## src/rtl/tscb_pkg.sv

```systemverilog
// ----------------------------------------------------------------------------
// tscb_pkg: shared types and constants of the text screen cell buffer
// Function codes, character and style codes, controller states, walker modes,
// and the command and status groups between the controller and the datapath.
// ----------------------------------------------------------------------------
package tscb_pkg;

    localparam int ROWS_DEF = 32;
    localparam int COLS_DEF = 128;

    localparam logic [3:0] FN_PUT     = 4'd0;
    localparam logic [3:0] FN_CURSOR  = 4'd1;
    localparam logic [3:0] FN_STYLE   = 4'd2;
    localparam logic [3:0] FN_PICTURE = 4'd3;
    localparam logic [3:0] FN_ERASE   = 4'd4;
    localparam logic [3:0] FN_SCROLL  = 4'd5;
    localparam logic [3:0] FN_READ    = 4'd6;
    localparam logic [3:0] FN_QUERY   = 4'd7;
    localparam logic [3:0] FN_CLEAR   = 4'd8;

    localparam logic [7:0] CH_SPACE     = 8'h20;
    localparam logic [7:0] CH_INDENT    = 8'h09;
    localparam logic [7:0] CH_GAP       = 8'h0B;
    localparam logic [7:0] CH_PRINT_MAX = 8'd126;
    localparam logic [7:0] CH_HIGH_MIN  = 8'hA0;

    localparam logic [1:0] ST_NORMAL  = 2'd0;
    localparam logic [1:0] ST_PICTURE = 2'd2;

    typedef enum logic [2:0] {
        S_INIT,
        S_IDLE,
        S_SETUP,
        S_RD,
        S_WR,
        S_MCLR,
        S_RESP
    } t_state;

    typedef enum logic [2:0] {
        M_SET,
        M_MOVE,
        M_PUT,
        M_READ,
        M_QUERY
    } t_mode;

    typedef struct packed {
        logic accept;
        logic clr_init;
        logic setup;
        logic step;
        logic mclr;
        logic load;
    } t_cmd;

    typedef struct packed {
        logic in_valid;
        logic clr_last;
        logic work;
        logic mclr_req;
        logic last;
        logic out_free;
    } t_status;

endpackage

```

## src/rtl/tscb_ctrl.sv

```systemverilog
// ----------------------------------------------------------------------------
// tscb_ctrl: command sequencer of the text screen cell buffer
// Steps through reset clearing, command setup, cell read/write pairs,
// mark clearing and result hand-off.
// ----------------------------------------------------------------------------
module tscb_ctrl (
    input  logic              i_clk,
    input  logic              i_rst_n,
    input  tscb_pkg::t_status i_sts,
    output tscb_pkg::t_cmd    o_cmd
);

    tscb_pkg::t_state r_state;
    tscb_pkg::t_state n_state;

    always_ff @(posedge i_clk) begin
        if (!i_rst_n) begin
            r_state <= tscb_pkg::S_INIT;
        end else begin
            r_state <= n_state;
        end
    end

    always_comb begin
        n_state = r_state;
        unique case (r_state)
            tscb_pkg::S_INIT: begin
                if (i_sts.clr_last) n_state = tscb_pkg::S_IDLE;
            end
            tscb_pkg::S_IDLE: begin
                if (i_sts.in_valid) n_state = tscb_pkg::S_SETUP;
            end
            tscb_pkg::S_SETUP: begin
                priority if (i_sts.mclr_req) n_state = tscb_pkg::S_MCLR;
                else if (i_sts.work)         n_state = tscb_pkg::S_RD;
                else                         n_state = tscb_pkg::S_RESP;
            end
            tscb_pkg::S_RD: n_state = tscb_pkg::S_WR;
            tscb_pkg::S_WR: begin
                n_state = i_sts.last ? tscb_pkg::S_RESP : tscb_pkg::S_RD;
            end
            tscb_pkg::S_MCLR: begin
                if (i_sts.clr_last) n_state = tscb_pkg::S_RESP;
            end
            tscb_pkg::S_RESP: begin
                if (i_sts.out_free) n_state = tscb_pkg::S_IDLE;
            end
            default: n_state = tscb_pkg::S_INIT;
        endcase
    end

    always_comb begin
        o_cmd = '0;
        unique case (r_state)
            tscb_pkg::S_INIT:  o_cmd.clr_init = 1'b1;
            tscb_pkg::S_IDLE:  o_cmd.accept   = 1'b1;
            tscb_pkg::S_SETUP: o_cmd.setup    = 1'b1;
            tscb_pkg::S_RD:    ;
            tscb_pkg::S_WR:    o_cmd.step     = 1'b1;
            tscb_pkg::S_MCLR:  o_cmd.mclr     = 1'b1;
            tscb_pkg::S_RESP:  o_cmd.load     = i_sts.out_free;
            default:           ;
        endcase
    end

endmodule

```

## config.mk

```make
export PLATFORM = sky130hd
export DESIGN_NAME = tscb_ctrl
export DESIGN_NICKNAME = d
export VERILOG_FILES = /design/src/rtl/tscb_pkg.sv /design/src/rtl/tscb_ctrl.sv
export SDC_FILE = /design/constraint.sdc
export NUM_CORES = 1
export LEC_CHECK = 0
export BUFFER_PORTS_ARGS = -buffer_cell sky130_fd_sc_hd__buf_2
export CAP_MARGIN = 20
export CORE_AREA = 2 2 39 41
export CTS_BUF_LIST = sky130_fd_sc_hd__clkbuf_4
export DETAILED_ROUTE_END_ITERATION = 7
export DIE_AREA = 0 0 41 43
export HOLD_SLACK_MARGIN = 0.08
export PLACE_DENSITY_LB_ADDON = 0.05
export SKIP_CTS_REPAIR_TIMING = 1
export SYNTH_ARGS = -nofsm -noshare
export SYNTH_HDL_FRONTEND = slang
export SYNTH_SLANG_ARGS = --single-unit
```

## constraint.sdc

```tcl
create_clock -name i_clk -period 1.6 [get_ports i_clk]
set_input_delay 0.16 -clock i_clk [delete_from_list [all_inputs] [get_ports i_clk]]
set_output_delay 0.16 -clock i_clk [all_outputs]
set_load 0.1 [all_outputs]
```

==> impl_metrics.json <==
{
  "outcome": "finished, final reports clean",
  "final_util_pct": 39.1,
  "syn-mean-instance-area_um2": 8.32,
  "critPathArrivalTime_ns": 1.34,
  "yosysMostFrequentCell": "inv_1",
  "dr_total_vias": 329,
  "fin_crit_ns": 1.50,
  "cts_made_buffers": 3,
  "ys.flop_type": "dfxtp_1",
  "async_reset_ff_share_pct": 0,
  "dp.final_hpwl_um": 667,
  "hp-class": "in -> reg",
  "reg.largest.list": "r_state x3",
  "synth_seq_cells": 3,
  "gp_congestion": 0.679,
  "drt-pass1-iter-count": 4,
  "critPathKind": "reg -> out",
  "clk_pin_slew_ns": 0.04,
  "route.detailed.drc": 0,
  "die-area_mm2": 0.00176,
  "track_usage_pct": 12.5,
  "wl_per_cell_um": 11.4,
  "fp-row-count": 14,
  "clock_path_buffers": 2,
  "die_h_um": 43,
  "layout_worst_path_cycle_share_pct": 93.5,
  "netlist_top_cells_count": "inv_1, dfxtp_1",
  "netlist_area_um2": 308,
  "design_area_um2": 541,
  "synth_cells": 37,
  "hold_slack_ns": 0.190,
  "io_pins": 14,
  "syn_to_final_growth_pct": 75.6,
  "postPlaceCellArea_um2": 509,
  "drtIter0Drc": 1,
  "core_mm2": 0.00138,
  "yosys_warnings": 0,
  "grt_max_degree": 15,
  "insertion_delay_ns": 0.23,
  "ant_nets": 0,
  "worstPathRequired_ns": 1.44,
  "yosys.cell_types.count": 25,
  "skew_ns": 0.00365,
  "die_w_um": 41,
  "placed_cells": 66,
  "synth_top_area_share_pct": 19.5,
  "max_slew_margin_pct": 70.5,
  "drive_above_1_share_pct": 59.3,
  "instances_no_fill": 70,
  "setup_viol": 0,
  "max_freq_mhz": 669,
  "antennaDiodeCount": 0,
  "regMostFlops": "r_state",
  "crit_buf_inv": 1,
  "start_util_pct": 22.2,
  "path_cells": "nor3b_2 -> buf_12",
  "grt_pass1_wl_mm": 1.44,
  "synth.area.top_cells": "dfxtp_1, buf_6, a221oi_2, inv_1, nor3b_1",
  "synth_enable_flop_cells": 0,
  "antenna_found_initial": 0,
  "io_buffers": 13,
  "clockRootBuffer": "clkbuf_4",
  "cts_tree": "yes",
  "slowest_delay_ns": 0.58,
  "cap_viol_max_count": 0,
  "yosysSeqAreaShare_pct": 19.5,
  "viasPerCell": 4.70,
  "crit_family": "flip-flops",
  "grt_overflow": 0,
  "grt_pass1_vias": 321,
  "worstMarginPinSlew_ns": 0.442,
  "syn-num-nets": 45,
  "critPathMaxFanout": 14,
  "htreeDepth": 1,
  "slowest_stage": "dfxtp_1",
  "endpoint_kind": "output port",
  "start_kind": "flip-flop",
  "synth_top_cell_by_area": "dfxtp_1",
  "largest_register_ffs": 3,
  "layout.nets": 63,
  "maxSlewViolCount": 0,
  "clock-sinks": 3,
  "wirelength_um": 800,
  "hold_viol_final": 0,
  "rsz0062_at_grt": "false"
}
==> layout make-up <==
type                       count  area, um2
clock buffer                   4       30.0
fill                         144        843
inverter                       4       15.0
multi-input combinational     27        236
sequential                     3       61.3
tap                           16       20.0
timing repair buffer          16        178
==> worst reg2reg max path: stages, from the launching register on <==
cell and delay, ns:
dfxtp_1 0.58, mux2i_1 0.33, a211oi_2 0.13, a221oi_2 0.24
==> per-stage QoR <==
| step | setup TNS (ns) | worst slack, ns |
|---|---|---|
| floorplan | -0.659 | -0.343 |
| global placement | 0 | 0.311 |
| detailed placement | 0 | 0.230 |
| CTS | 0 | 0.0524 |
| global route | 0 | 0.0177 |
| finish | 0 | 0.104 |
==> cells in the final DEF, fill, tap and decap left out, types with 2 or more instances in the layout <==
cell      instances
buf_2             7
buf_12            6
inv_1             4
clkbuf_4          4
buf_4             3
nand2_1           2
nor4_1            2
a21oi_1           2
dfxtp_1           2
==> layer usage <==
| layer | up-vias | track usage (%) | routed length, um |
|---|---|---|---|
| met3 | 0 | 3.14 | 47 |
| met2 | 12 | 16.6 | 426 |
| met5 | - | 0 | 0 |
| li1 | 174 | - | - |
| met1 | 143 | 16.1 | 326 |
| met4 | 0 | 10.0 | 0 |
==> path summary, 6_finish.rpt <==
kind,startpoint,to,slack (ns),cells past startpoint
worst max-delay path,r_state[2],o_cmd[2],0.10,2
worst min-delay path,i_rst_n,r_state[0],0.19,2
worst max register to register,r_state[2],r_state[2],0.24,3
worst min register to register,r_state[1],r_state[1],0.57,2
==> logic make-up after synthesis <==
| logic type | share of synthesized area [%] |
|---|---|
| muxes | 3.25 |
| and+or+nand+nor | 34.6 |
| DFF | 19.5 |
| buffers and inverters | 13.8 |
| AOI/OAI and AO/OA | 28.9 |
Power is not shown: default switching activity piles up to over one toggle a cycle in this logic, so the estimate is an artifact.
